===== src/design/sliding_window_median_time_core_defines.svh =====
// ----------------------------------------------------------------------------
// Assertion macros for the sliding window median core
// Shared concurrent assertion forms used by the core module.
// ----------------------------------------------------------------------------
`ifndef SLIDING_WINDOW_MEDIAN_TIME_CORE_DEFINES_SVH
`define SLIDING_WINDOW_MEDIAN_TIME_CORE_DEFINES_SVH

// Same-cycle implication, disabled while reset is asserted.
`define SWMT_ASSERT_IMP(label, clk, rstn, ante, cons, msg) \
    label: assert property (@(posedge clk) disable iff (!rstn) (ante) |-> (cons)) \
        else $error(msg);

// Next-cycle implication, disabled while reset is asserted.
`define SWMT_ASSERT_NXT(label, clk, rstn, ante, cons, msg) \
    label: assert property (@(posedge clk) disable iff (!rstn) (ante) |=> (cons)) \
        else $error(msg);

`endif


===== src/design/swmt_pkg.sv =====
// ----------------------------------------------------------------------------
// swmt_pkg
// Sizes and shared types of the sliding window median core.
// ----------------------------------------------------------------------------
`timescale 1ns / 1ps

package swmt_pkg;

    localparam int WINDOW_SIZE = 11;
    localparam int TS_W        = 32;
    localparam int HELD_W      = 4;
    localparam int IDX_W       = (WINDOW_SIZE > 1) ? $clog2(WINDOW_SIZE) : 1;
    localparam int CNT_W       = $clog2(WINDOW_SIZE + 1);

    // Control that travels with one compare through the rank unit.
    typedef struct packed {
        logic valid;
        logic first;
        logic last;
    } rank_ctl_t;

endpackage


===== src/design/swmt_rank_unit.sv =====
// ----------------------------------------------------------------------------
// swmt_rank_unit
// Shared comparator and rank accumulator: counts how many held entries sort
// ahead of the current candidate, with ties broken by slot index.
// ----------------------------------------------------------------------------
`timescale 1ns / 1ps

module swmt_rank_unit (
    input  logic                            aclk,
    input  logic                            aresetn,
    input  swmt_pkg::rank_ctl_t             ctl,
    input  logic [swmt_pkg::TS_W-1:0]       cand,
    input  logic [swmt_pkg::TS_W-1:0]       other,
    input  logic [swmt_pkg::IDX_W-1:0]      cand_idx,
    input  logic [swmt_pkg::IDX_W-1:0]      other_idx,
    output logic [swmt_pkg::CNT_W-1:0]      rank
);

    logic                         ahead;
    logic [swmt_pkg::CNT_W-1:0]   acc_reg;
    logic [swmt_pkg::CNT_W-1:0]   acc_next;

    // The tie break on slot index makes every rank distinct, so exactly one
    // candidate owns each position of the sorted order.
    assign ahead = (other < cand) || ((other == cand) && (other_idx < cand_idx));

    always_comb begin
        acc_next = (ctl.first ? '0 : acc_reg) + swmt_pkg::CNT_W'(ahead);
    end

    assign rank = acc_next;

    always_ff @(posedge aclk) begin
        if (!aresetn) begin
            acc_reg <= '0;
        end else if (ctl.valid) begin
            acc_reg <= acc_next;
        end
    end

endmodule


===== src/design/sliding_window_median_time_core.sv =====
// ----------------------------------------------------------------------------
// sliding_window_median_time_core
// Running median of the most recent block timestamps.
// ----------------------------------------------------------------------------
// Usage:
//   The slave channel takes one request per block: s_tdata carries the 32-bit
//   timestamp. The block stores it in a window of the latest WINDOW_SIZE
//   entries (all entries while the window fills) and returns one result on
//   the master channel: the median of the held entries, the upper median for
//   an even count, together with the number of entries held.
//   s_tready is high only while the core is idle. After a request is taken,
//   the core finds the median by ranking each held entry against every other
//   one through a single comparator fed by a two-port window memory, and
//   takes no new request until the result of the item has been loaded into
//   the output register. The comparator pass thus sets the rate of items.
//   The result sits in an output register; a stalled receiver holds it there
//   while the core goes idle and takes the next request. A second result
//   waits in the core until the first one is taken.
//   Reset empties the window (count and oldest slot to zero) and clears both
//   valids; window contents need no clearing, since only written slots are
//   read.
// ----------------------------------------------------------------------------
`timescale 1ns / 1ps
`include "sliding_window_median_time_core_defines.svh"

module sliding_window_median_time_core (
    input  logic        aclk,
    input  logic        aresetn,
    input  logic        s_tvalid,
    output logic        s_tready,
    input  logic [31:0] s_tdata,   // [31:0] timestamp
    output logic        m_tvalid,
    input  logic        m_tready,
    output logic [39:0] m_tdata    // [31:0] median_time, [35:32] held_count, zero fill
);

    localparam logic [1:0] ST_IDLE  = 2'd0;
    localparam logic [1:0] ST_SCAN  = 2'd1;
    localparam logic [1:0] ST_DRAIN = 2'd2;
    localparam logic [1:0] ST_OUT   = 2'd3;

    localparam int W = swmt_pkg::WINDOW_SIZE;

    logic [1:0]                     state_reg;
    logic [swmt_pkg::CNT_W-1:0]     fill_reg;
    logic [swmt_pkg::IDX_W-1:0]     oldest_reg;
    logic [swmt_pkg::IDX_W-1:0]     i_reg;
    logic [swmt_pkg::IDX_W-1:0]     j_reg;
    logic [swmt_pkg::IDX_W-1:0]     i_d_reg;
    logic [swmt_pkg::IDX_W-1:0]     j_d_reg;
    swmt_pkg::rank_ctl_t            ctl_reg;
    logic                           found_reg;
    logic [swmt_pkg::TS_W-1:0]      res_reg;
    logic                           m_tvalid_reg;
    logic [swmt_pkg::TS_W-1:0]      m_median_reg;
    logic [swmt_pkg::HELD_W-1:0]    m_held_reg;

    logic [swmt_pkg::TS_W-1:0]      window_mem [W];
    logic [swmt_pkg::TS_W-1:0]      rd_a_reg;
    logic [swmt_pkg::TS_W-1:0]      rd_b_reg;

    logic                           accept;
    logic                           wr_en;
    logic [swmt_pkg::IDX_W-1:0]     wr_slot;
    logic [swmt_pkg::IDX_W-1:0]     last_idx;
    logic                           last_j;
    logic                           issue;
    logic [swmt_pkg::CNT_W-1:0]     half;
    logic [swmt_pkg::CNT_W-1:0]     rank;

    assign s_tready = (state_reg == ST_IDLE);
    assign accept   = s_tvalid && s_tready;
    assign wr_en    = accept;
    assign wr_slot  = (fill_reg < swmt_pkg::CNT_W'(W)) ? swmt_pkg::IDX_W'(fill_reg) : oldest_reg;
    assign last_idx = swmt_pkg::IDX_W'(fill_reg - swmt_pkg::CNT_W'(1));
    assign last_j   = (j_reg == last_idx);
    assign issue    = (state_reg == ST_SCAN);
    assign half     = fill_reg >> 1;

    assign m_tvalid = m_tvalid_reg;
    assign m_tdata  = {4'b0000, m_held_reg, m_median_reg};

    // Window memory: one write port, two registered read ports.
    always_ff @(posedge aclk) begin
        if (wr_en) begin
            window_mem[wr_slot] <= s_tdata;
        end
        rd_a_reg <= window_mem[i_reg];
        rd_b_reg <= window_mem[j_reg];
    end

    swmt_rank_unit u_rank (
        .aclk      (aclk),
        .aresetn   (aresetn),
        .ctl       (ctl_reg),
        .cand      (rd_a_reg),
        .other     (rd_b_reg),
        .cand_idx  (i_d_reg),
        .other_idx (j_d_reg),
        .rank      (rank)
    );

    always_ff @(posedge aclk) begin
        if (!aresetn) begin
            state_reg    <= ST_IDLE;
            fill_reg     <= '0;
            oldest_reg   <= '0;
            i_reg        <= '0;
            j_reg        <= '0;
            ctl_reg      <= '0;
            found_reg    <= 1'b0;
            m_tvalid_reg <= 1'b0;
        end else begin
            // In ST_OUT the output register is reloaded below instead.
            if (m_tvalid_reg && m_tready && (state_reg != ST_OUT)) begin
                m_tvalid_reg <= 1'b0;
            end

            ctl_reg.valid <= issue;
            ctl_reg.first <= (j_reg == '0);
            ctl_reg.last  <= last_j;
            i_d_reg       <= i_reg;
            j_d_reg       <= j_reg;

            // The candidate whose rank equals count/2 is the median.
            if (ctl_reg.valid && ctl_reg.last && (rank == half)) begin
                res_reg   <= rd_a_reg;
                found_reg <= 1'b1;
            end

            unique case (state_reg)
                ST_IDLE: begin
                    if (accept) begin
                        if (fill_reg < swmt_pkg::CNT_W'(W)) begin
                            fill_reg <= fill_reg + swmt_pkg::CNT_W'(1);
                        end else if (oldest_reg == swmt_pkg::IDX_W'(W - 1)) begin
                            oldest_reg <= '0;
                        end else begin
                            oldest_reg <= oldest_reg + swmt_pkg::IDX_W'(1);
                        end
                        i_reg     <= '0;
                        j_reg     <= '0;
                        found_reg <= 1'b0;
                        state_reg <= ST_SCAN;
                    end
                end
                ST_SCAN: begin
                    if (last_j) begin
                        j_reg <= '0;
                        if (i_reg == last_idx) begin
                            state_reg <= ST_DRAIN;
                        end else begin
                            i_reg <= i_reg + swmt_pkg::IDX_W'(1);
                        end
                    end else begin
                        j_reg <= j_reg + swmt_pkg::IDX_W'(1);
                    end
                end
                ST_DRAIN: begin
                    state_reg <= ST_OUT;
                end
                ST_OUT: begin
                    if (!m_tvalid_reg || m_tready) begin
                        m_median_reg <= res_reg;
                        m_held_reg   <= swmt_pkg::HELD_W'(fill_reg);
                        m_tvalid_reg <= 1'b1;
                        state_reg    <= ST_IDLE;
                    end
                end
                default: begin
                    state_reg <= ST_IDLE;
                end
            endcase
        end
    end

    `SWMT_ASSERT_NXT(a_accept_starts_scan, aclk, aresetn, accept, state_reg == ST_SCAN, "accepted request did not start a scan")
    `SWMT_ASSERT_IMP(a_fill_bounded, aclk, aresetn, 1'b1, fill_reg <= swmt_pkg::CNT_W'(W), "fill count exceeds window size")
    `SWMT_ASSERT_NXT(a_median_found, aclk, aresetn, state_reg == ST_DRAIN, found_reg, "scan ended without a median candidate")
    `SWMT_ASSERT_IMP(a_rank_in_scan, aclk, aresetn, ctl_reg.valid, (state_reg == ST_SCAN) || (state_reg == ST_DRAIN), "compare in flight outside a scan")

endmodule

===== config.mk =====
export PLATFORM = sky130hd
export DESIGN_NAME = sliding_window_median_time_core
export DESIGN_NICKNAME = d
export VERILOG_FILES = /design/src/design/swmt_pkg.sv /design/src/design/swmt_rank_unit.sv /design/src/design/sliding_window_median_time_core.sv
export VERILOG_INCLUDE_DIRS = /design/src /design/src/design
export SDC_FILE = /design/constraint.sdc
export NUM_CORES = 1
export LEC_CHECK = 0
export BUFFER_PORTS_ARGS = -buffer_cell sky130_fd_sc_hd__buf_2
export CORE_AREA = 2 2 252 254
export CTS_CLUSTER_SIZE = 16
export DETAILED_ROUTE_END_ITERATION = 10
export DIE_AREA = 0 0 254 256
export SYNTH_ARGS = -nofsm -noshare
export SYNTH_HDL_FRONTEND = slang
export SYNTH_SLANG_ARGS = --single-unit

===== constraint.sdc =====
create_clock -name aclk -period 5 [get_ports aclk]
set_input_delay 0.5 -clock aclk [delete_from_list [all_inputs] [get_ports aclk]]
set_output_delay 0.5 -clock aclk [all_outputs]
set_load 0.01 [all_outputs]

==> impl_metrics.sql, run 1 <==
INSERT INTO impl_metrics (metric_group, metric, value, unit) VALUES
('status', 'outcome', 'finished, final reports clean', ''),
('global_routing', 'pin_count_of_the_biggest_net_entering_global_routing', '70', ''),
('global_routing', 'antenna_violations_before_repair', '3', ''),
('sta', 'fin_tns_setup', '0', 'ns'),
('global_routing', 'grt_use_total', '16.3', '%'),
('critical_path', 'critPathRequiredTime', '5.26', 'ns'),
('power', 'p_seq_share', '48.7', '%'),
('yosys', 'dominantRegCellSynth', 'sky130_fd_sc_hd__edfxtp_1', ''),
('global_routing', 'grtUsageMet2', '28.1', '%'),
('critical_path', 'arrival_time_of_the_worst_setup_path', '4.57', 'ns'),
('global_routing', 'grt_util_met3', '2.99', '%'),
('global_routing', 'grt_first_pass_wirelength', '78.2', 'mm'),
('critical_path', 'worst-setup-path-type', 'flip-flop to flip-flop', ''),
('routing', 'postRouteAntennaNets', '0', ''),
('yosys', 'cells_taking_the_most_area_after_synthesis', 'sky130_fd_sc_hd__edfxtp_1, sky130_fd_sc_hd__mux4_2, sky130_fd_sc_hd__dfxtp_1', ''),
('placement', 'place_hpwl', '31.2', 'mm'),
('clock_tree', 'worst_setup_hold_path_clk_slew', '0.06', 'ns'),
('power', 'switching_share', '25.2', '%'),
('global_routing', 'congestion_overflow_gr', '0', ''),
('sta', 'post_layout_min_period', '4.31', 'ns'),
('clock_tree', 'cts.path.max_buffers', '3', ''),
('floorplan', 'io_pins', '78', ''),
('clock_tree', 'clk_sinks', '518', ''),
('clock_tree', 'worstSkewPairLatency', '0.61', 'ns'),
('final_layout', 'n_antenna_cell', '0', ''),
('clock_tree', 'holdBufCountCts', '0', ''),
('yosys', 'ys_ff_latch', '518', ''),
('power', 'internal_power', '8120', 'uW'),
('sta', 'maxSlewViolCount', '0', ''),
('sta', 'post_route_worst_hold_slack', '0.215', 'ns'),
('critical_path', 'path_common_cell', 'sky130_fd_sc_hd__ha_1', ''),
('sta', 'min_period_over_period', '86.3', '%'),
('critical_path', 'timing.critical_path.fanout_max', '20', ''),
('final_layout', 'max_reg_flops', '352', ''),
('critical_path', 'critPathTopFamily', 'compound AO/OA/AOI/OAI gates', ''),
('critical_path', 'worst_setup_path_start_kind', 'flip-flop', ''),
('yosys', 'async_reset_ff_share', '0', '%'),
('floorplan', 'die_h', '256', 'um'),
('placement', 'place_ws', '0.662', 'ns'),
('floorplan', 'coreArea', '62400', 'um^2'),
('routing', 'route.vias.total', '11600', ''),
('power', 'vdd_ir_drop_max', '0.261', 'mV'),
('floorplan', 'initial_utilization', '35.6', '%'),
('global_routing', 'groute.layer.met1.usage', '21.3', '%'),
('final_layout', 'design.final.nets', '1409', ''),
('final_layout', 'multi_input_area', '7080', 'um^2'),
('routing', 'wl', '52.4', 'mm'),
('yosys', 'synth-edff-count', '428', ''),
('final_layout', 'register_with_the_highest_flop_count', 'window_mem', ''),
('clock_tree', 'cts_post_setup_buffers_inserted', '0', ''),
('routing', 'dr.first_iter.drc_count', '899', ''),
('floorplan', 'placement_rows', '92', ''),
('routing', 'drcViolationCount', '0', ''),
('yosys', 'synth_area_leader_cell', 'sky130_fd_sc_hd__edfxtp_1', ''),
('power', 'clockPowerShare', '36.3', '%'),
('clock_tree', 'cts_resized', '0', ''),
('final_layout', 'layout.filler_cells', '5622', ''),
('final_layout', 'flip_flop_and_latch_area', '14700', 'um^2'),
('power', 'p_total', '10900', 'uW'),
('clock_tree', 'cts.root.buffer_cell', 'sky130_fd_sc_hd__clkbuf_16', ''),
('placement', 'numPortBuffers', '73', ''),
('power', 'cellLeakagePower', '0.00815', 'uW'),
('power', 'p_comb_share', '15.0', '%'),
('sta', 'finClkSkew', '0.0267', 'ns'),
('floorplan', 'fp.dieArea', '65000', 'um^2'),
('clock_tree', 'tritoncts_clock_tree', 'yes', ''),
('global_routing', 'busiest_layer', 'met2', ''),
('sta', 'timing.final.setup_violations', '0', ''),
('routing', 'routed_via_density', '5.24', ''),
('critical_path', 'worstPathCellList', 'inv_1 > ha_1 > nand4_1 > a2111oi_0 > o31a_1 > o21ai_0 > ha_1 > ha_1 > xnor2_1 > nand4_1 > nor3_2 > buf_4', ''),
('sta', 'rsz0062_at_grt', 'false', '');
==> worst reg2reg max path, stage by stage, from the launching register on <==
cell	delay, ns
sky130_fd_sc_hd__dfxtp_1	0.34
sky130_fd_sc_hd__inv_1	0.06
sky130_fd_sc_hd__ha_1	0.30
sky130_fd_sc_hd__nand4_1	0.26
sky130_fd_sc_hd__a2111oi_0	1.15
sky130_fd_sc_hd__o31a_1	0.25
sky130_fd_sc_hd__o21ai_0	0.15
sky130_fd_sc_hd__ha_1	0.28
sky130_fd_sc_hd__ha_1	0.31
sky130_fd_sc_hd__xnor2_1	0.16
sky130_fd_sc_hd__nand4_1	0.14
sky130_fd_sc_hd__nor3_2	0.22
sky130_fd_sc_hd__buf_4	0.34
==> cells in the final DEF (no fill, tap or decap), drive strengths merged, types with 2 or more instances in the layout <==
master | netlist | routed
a211oi | 2 | 2
a21o | 4 | 4
a21oi | 23 | 23
a31oi | 5 | 5
a32o | 2 | 2
buf | 44 | 100
bufinv | 0 | 5
clkbuf | 36 | 70
clkinv | 1 | 20
clkinvlp | 0 | 2
conb | 1 | 4
dfxtp | 90 | 90
edfxtp | 428 | 428
ha | 46 | 46
inv | 48 | 50
mux2 | 32 | 32
mux2i | 69 | 69
mux4 | 160 | 160
nand2 | 57 | 57
nand2b | 4 | 4
nand3 | 15 | 15
nand4 | 12 | 12
nor2 | 28 | 28
nor2b | 8 | 8
nor3 | 5 | 5
nor3b | 3 | 3
nor4 | 6 | 6
nor4b | 2 | 2
o211ai | 36 | 36
o21ai | 48 | 48
xnor2 | 7 | 7
xnor3 | 2 | 2
xor2 | 7 | 7
==> layer usage <==
| layer | wire [um] | part of all wire, % | up-vias |
|---|---|---|---|
| met4 | 1000 | 1.9 | 4 |
| met1 | 22000 | 42 | 6082 |
| met5 | 27 | 0.052 | - |
| met2 | 26700 | 51 | 269 |
| li1 | - | - | 5180 |
| met3 | 2600 | 5.0 | 72 |
==> power by group through the flow <==
stage / clock network (uW) / logic (uW) / registers [uW]
2_1_floorplan: 0 / 1210 / 5270
3_3_place_gp: 0 / 1630 / 5370
3_5_place_dp: 0 / 1650 / 5380
4_1_cts: 4020 / 1660 / 5300
5_1_grt: 4180 / 1800 / 5330
6_report: 3940 / 1630 / 5290
==> worst paths after layout <==
| path | slack (ns) | cells past startpoint | end | start |
|---|---|---|---|---|
| max | 0.69 | 12 | res_reg[13] | rd_a_reg[15] |
| max reg2reg | 0.69 | 12 | res_reg[13] | rd_a_reg[15] |
| min reg2reg | 0.42 | 0 | m_median_reg[10] | res_reg[10] |
| min | 0.22 | 1 | window_mem[9][0] | s_tdata[0] |
==> cell usage after synthesis (2+ instances only) <==
master                     count
sky130_fd_sc_hd__mux4_2      160
sky130_fd_sc_hd__nand3_1      15
sky130_fd_sc_hd__ha_1         46
sky130_fd_sc_hd__nor3_1        4
sky130_fd_sc_hd__nor2_1       28
sky130_fd_sc_hd__nand2b_1      4
sky130_fd_sc_hd__o211ai_1     36
sky130_fd_sc_hd__mux2_1        5
sky130_fd_sc_hd__a211oi_1      2
sky130_fd_sc_hd__clkbuf_1     36
sky130_fd_sc_hd__xnor3_1       2
sky130_fd_sc_hd__a31oi_1       5
sky130_fd_sc_hd__buf_2        27
sky130_fd_sc_hd__nor2b_1       8
sky130_fd_sc_hd__a21oi_1      23
sky130_fd_sc_hd__edfxtp_1    428
sky130_fd_sc_hd__xor2_1        7
sky130_fd_sc_hd__nor4b_1       2
sky130_fd_sc_hd__buf_4         6
sky130_fd_sc_hd__o21ai_1       2
sky130_fd_sc_hd__a32o_1        2
sky130_fd_sc_hd__nand2_1      57
sky130_fd_sc_hd__inv_1        48
sky130_fd_sc_hd__mux2i_1      69
sky130_fd_sc_hd__nand4_1      12
sky130_fd_sc_hd__buf_1         3
sky130_fd_sc_hd__dfxtp_1      90
sky130_fd_sc_hd__buf_6         8
sky130_fd_sc_hd__nor4_1        6
sky130_fd_sc_hd__a21o_1        4
sky130_fd_sc_hd__xnor2_1       7
sky130_fd_sc_hd__nor3b_1       3
sky130_fd_sc_hd__mux2_2       27
sky130_fd_sc_hd__o21ai_0      46
==> kinds of logic (layout without fill, tap and decap cells) <==
family / count (synthesis) / after routing / share of synthesized area, %
other cells: 1 / 4 / 0.0169
flops: 518 / 518 / 65.9
buf+inv: 129 / 247 / 2.70
compound gates: 134 / 134 / 3.87
fa+ha+maj: 46 / 46 / 2.59
xor+xnor: 17 / 17 / 0.861
simple gates: 144 / 144 / 3.08
mux: 261 / 261 / 20.9
==> cell type report <==
cell class | count | share of cell area [%]
Tap cell | 846 | 4.17
Sequential cell | 518 | 57.9
Inverter | 49 | 0.725
Clock buffer | 70 | 5.76
Multi-Input combinational cell | 606 | 27.9
Clock inverter | 28 | 1.07
Timing Repair Buffer | 100 | 2.49
==> through the flow <==
stage	instances	area (um^2)
2_1_floorplan	1253	22200
3_3_place_gp	2119	23600
3_5_place_dp	2119	23600
4_1_cts	2217	25400
5_1_grt	2217	25400
6_report	2217	25400
(Power assumes the default switching activity.)
==> inputs of run 2 (changes only) <==
CELL_PAD_IN_SITES_DETAIL_PLACEMENT = 1   (was not set)
CELL_PAD_IN_SITES_GLOBAL_PLACEMENT = 1   (was not set)
PLACE_DENSITY_LB_ADDON = 0.1   (was not set)
==> run 2 against run 1 <==
  * Combinational power is 5% higher
  * Via count grew 1.5%
  * Count of clock-buffer cells in the layout is 7 higher
  * Critical path depth stayed put
  * Sequential share of layout area decreased by 0.81 points
  * Power is 5.3% higher
  * Flip-flop and latch count is the same
  * Fmax is 0.55% lower
  * Worst hold slack lost 0.025 ns
  * Sequential power barely moved
  * First-iteration DRC count decreased by 7.0%
  * Critical path type unchanged
  * Largest cell class unchanged
==> impl_metrics.sql, run 2 (synthesis gave the netlist of run 1 again) <==
INSERT INTO impl_metrics (metric_group, metric, value, unit) VALUES
('status', 'outcome', 'finished, final reports clean', ''),
('critical_path', 'worst_setup_path_start_kind', 'flip-flop', ''),
('floorplan', 'initial_utilization', '35.6', '%'),
('sta', 'worst_pin_slew', '1.09', 'ns'),
('min_path', 'worstHoldStart', 's_tdata[19]', ''),
('sta', 'rsz0062_at_grt', 'false', ''),
('placement', 'place_ws', '0.565', 'ns'),
('flow_run', 'max-cap-violations', '0', ''),
('placement', 'place_hpwl', '35.5', 'mm'),
('critical_path', 'crit_end_category', 'flip-flop', ''),
('final_layout', 'mostFrequentLayoutCell', 'sky130_fd_sc_hd__edfxtp_1', ''),
('sta', 'slew_headroom', '25.2', '%'),
('floorplan', 'coreArea', '62400', 'um^2'),
('critical_path', 'worst_path_largest_cell_delay', '1.04', 'ns'),
('clock_tree', 'worst_setup_hold_path_clk_slew', '0.06', 'ns'),
('final_layout', 'layout.filler_cells', '6097', ''),
('routing', 'postRouteAntennaNets', '0', ''),
('global_routing', 'antenna_violations_before_repair', '4', ''),
('routing', 'route.detailed.wl_per_inst', '26.8', 'um'),
('clock_tree', 'cts_resized', '0', ''),
('floorplan', 'io_pins', '78', ''),
('placement', 'numPortBuffers', '73', ''),
('final_layout', 'flip_flop_and_latch_area', '14700', 'um^2'),
('final_layout', 'max_reg_flops', '352', ''),
('final_layout', 'mostFrequentLayoutCells', 'sky130_fd_sc_hd__edfxtp_1, sky130_fd_sc_hd__mux4_2, sky130_fd_sc_hd__dfxtp_1', ''),
('final_layout', 'design.final.nets', '1418', ''),
('routing', 'route.vias.total', '11800', ''),
('floorplan', 'placement_rows', '92', ''),
('clock_tree', 'ctsHtreeMaxLevel', '2', ''),
('sta', 'fin_tns_setup', '0', 'ns'),
('critical_path', 'timing.critical_path.from', 'rd_a_reg[15]', ''),
('sta', 'max_freq', '231', 'MHz'),
('clock_tree', 'worstSkewPairLatency', '0.63', 'ns'),
('critical_path', 'timing.critical_path.fanout_max', '17', ''),
('floorplan', 'fp.dieArea', '65000', 'um^2'),
('floorplan', 'die_width', '254', 'um'),
('critical_path', 'worst-setup-path-type', 'flip-flop to flip-flop', ''),
('critical_path', 'crit_buf_inv', '2', ''),
('global_routing', 'grt_use_total', '18.8', '%'),
('clock_tree', 'cts.path.max_buffers', '3', ''),
('final_layout', 'register_with_the_highest_flop_count', 'window_mem', ''),
('critical_path', 'arrival_time_of_the_worst_setup_path', '4.62', 'ns'),
('clock_tree', 'cts_inserted_buffers', '57', ''),
('placement', 'routabilityCongestion', '0.716', ''),
('routing', 'dr.first_iter.drc_count', '836', ''),
('clock_tree', 'tritoncts_clock_tree', 'yes', ''),
('global_routing', 'congestion_overflow_gr', '0', ''),
('floorplan', 'die_h', '256', 'um'),
('clock_tree', 'cts.root.buffer_cell', 'sky130_fd_sc_hd__clkbuf_16', ''),
('sta', 'postLayoutSetupSlackWorst', '0.663', 'ns'),
('min_path', 'worst_hold_path_type', 'input pin to flip-flop', ''),
('critical_path', 'critPathTopFamily', 'compound AO/OA/AOI/OAI gates', ''),
('power', 'vdd_ir_drop_max', '0.272', 'mV'),
('routing', 'routed_via_density', '5.28', ''),
('critical_path', 'critPathRequiredTime', '5.29', 'ns'),
('routing', 'drcViolationCount', '0', ''),
('sta', 'finClkSkew', '0.0237', 'ns'),
('placement', 'placedCellCount', '2123', ''),
('sta', 'timing.final.setup_violations', '0', ''),
('sta', 'post_route_worst_hold_slack', '0.190', 'ns'),
('clock_tree', 'cts_post_setup_buffers_inserted', '0', ''),
('global_routing', 'pin_count_of_the_biggest_net_entering_global_routing', '69', ''),
('final_layout', 'multi_input_area', '7080', 'um^2'),
('global_routing', 'first_global_vias', '13000', ''),
('final_layout', 'syn_to_final_growth', '15.7', '%'),
('clock_tree', 'holdBufCountCts', '0', ''),
('power', 'power.density_cell_area', '445', 'nW/um^2'),
('sta', 'post_layout_min_period', '4.34', 'ns'),
('routing', 'drtPass1Iterations', '5', ''),
('final_layout', 'drive_above_1_share', '29.6', '%'),
('final_layout', 'post_layout_nonfiller_instances', '2232', ''),
('global_routing', 'grt_first_pass_wirelength', '88.2', 'mm'),
('critical_path', 'slowest_stage', 'sky130_fd_sc_hd__a2111oi_0', ''),
('sta', 'timing.final.hold_violations', '0', ''),
('power', 'cellLeakagePower', '0.00831', 'uW'),
('sta', 'min_period_over_period', '86.7', '%'),
('critical_path', 'worstPathCellList', 'inv_1 > ha_1 > nand4_1 > a2111oi_0 > o31a_1 > o21ai_0 > ha_1 > ha_1 > xnor2_1 > nand4_1 > nor3_2 > buf_4', ''),
('routing', 'wl', '59.8', 'mm'),
('critical_path', 'path_common_cell', 'sky130_fd_sc_hd__ha_1', ''),
('critical_path', 'crit-reg2reg-launch', 'rd_a_reg[15]', ''),
('sta', 'maxSlewViolCount', '0', ''),
('clock_tree', 'clk_sinks', '518', '');
[run 2: changes by cell type in the layout (fill, tap and decap cells not counted), sizes merged]
| cell | change |
|---|---|
| clkbuf | +7 |
| diode | +1 |
| buf | +4 |
| clkinvlp | +4 |
| clkinv | -3 |
| bufinv | +3 |
| inv | -1 |
[run 2: routing by layer]
metal,track usage [%],wire length [um]
met1,25.4,26500
met2,31.5,29500
met3,2.98,2480
met4,5.21,1350
met5,0,21
[run 2: worst register-to-register path, stage by stage (launching register included)]
cell and delay, ns:
sky130_fd_sc_hd__dfxtp_1 0.34, sky130_fd_sc_hd__inv_1 0.06, sky130_fd_sc_hd__ha_1 0.29, sky130_fd_sc_hd__nand4_1 0.30, sky130_fd_sc_hd__a2111oi_0 1.04, sky130_fd_sc_hd__o31a_1 0.25, sky130_fd_sc_hd__o21ai_0 0.20, sky130_fd_sc_hd__ha_1 0.30
sky130_fd_sc_hd__ha_1 0.32, sky130_fd_sc_hd__xnor2_1 0.17, sky130_fd_sc_hd__nand4_1 0.14, sky130_fd_sc_hd__nor3_2 0.24, sky130_fd_sc_hd__buf_4 0.33
[run 2: where the power goes]
part           internal [uW]  switching, uW
clock network           2700           1760
logic                    760            948
registers               5070            209
[run 2: cell type report]
| class | instances | area share, % |
|---|---|---|
| Clock inverter | 31 | 1.51 |
| Sequential cell | 518 | 57.1 |
| Clock buffer | 77 | 6.34 |
| Antenna cell | 1 | 0.00973 |
| Multi-Input combinational cell | 606 | 27.5 |
| Tap cell | 846 | 4.12 |
| Inverter | 49 | 0.715 |
| Timing Repair Buffer | 104 | 2.71 |
[run 2: worst paths after layout]
check	end	slack (ns)	depth (start not counted)
worst min register to register	m_median_reg[11]	0.41	0
worst max-delay path	res_reg[27]	0.66	12
worst min-delay path	window_mem[0][19]	0.19	1
worst max register to register	res_reg[27]	0.66	12
[run 2: metrics by stage]
step	cell area, um^2	utilization [%]	total power [uW]
finish	25700	41.2	11400
global route	25700	41.2	12000
CTS	25700	41.2	11600
detailed placement	23700	38.0	7100
global placement	23700	38.0	7090
floorplan	22200	-	6470
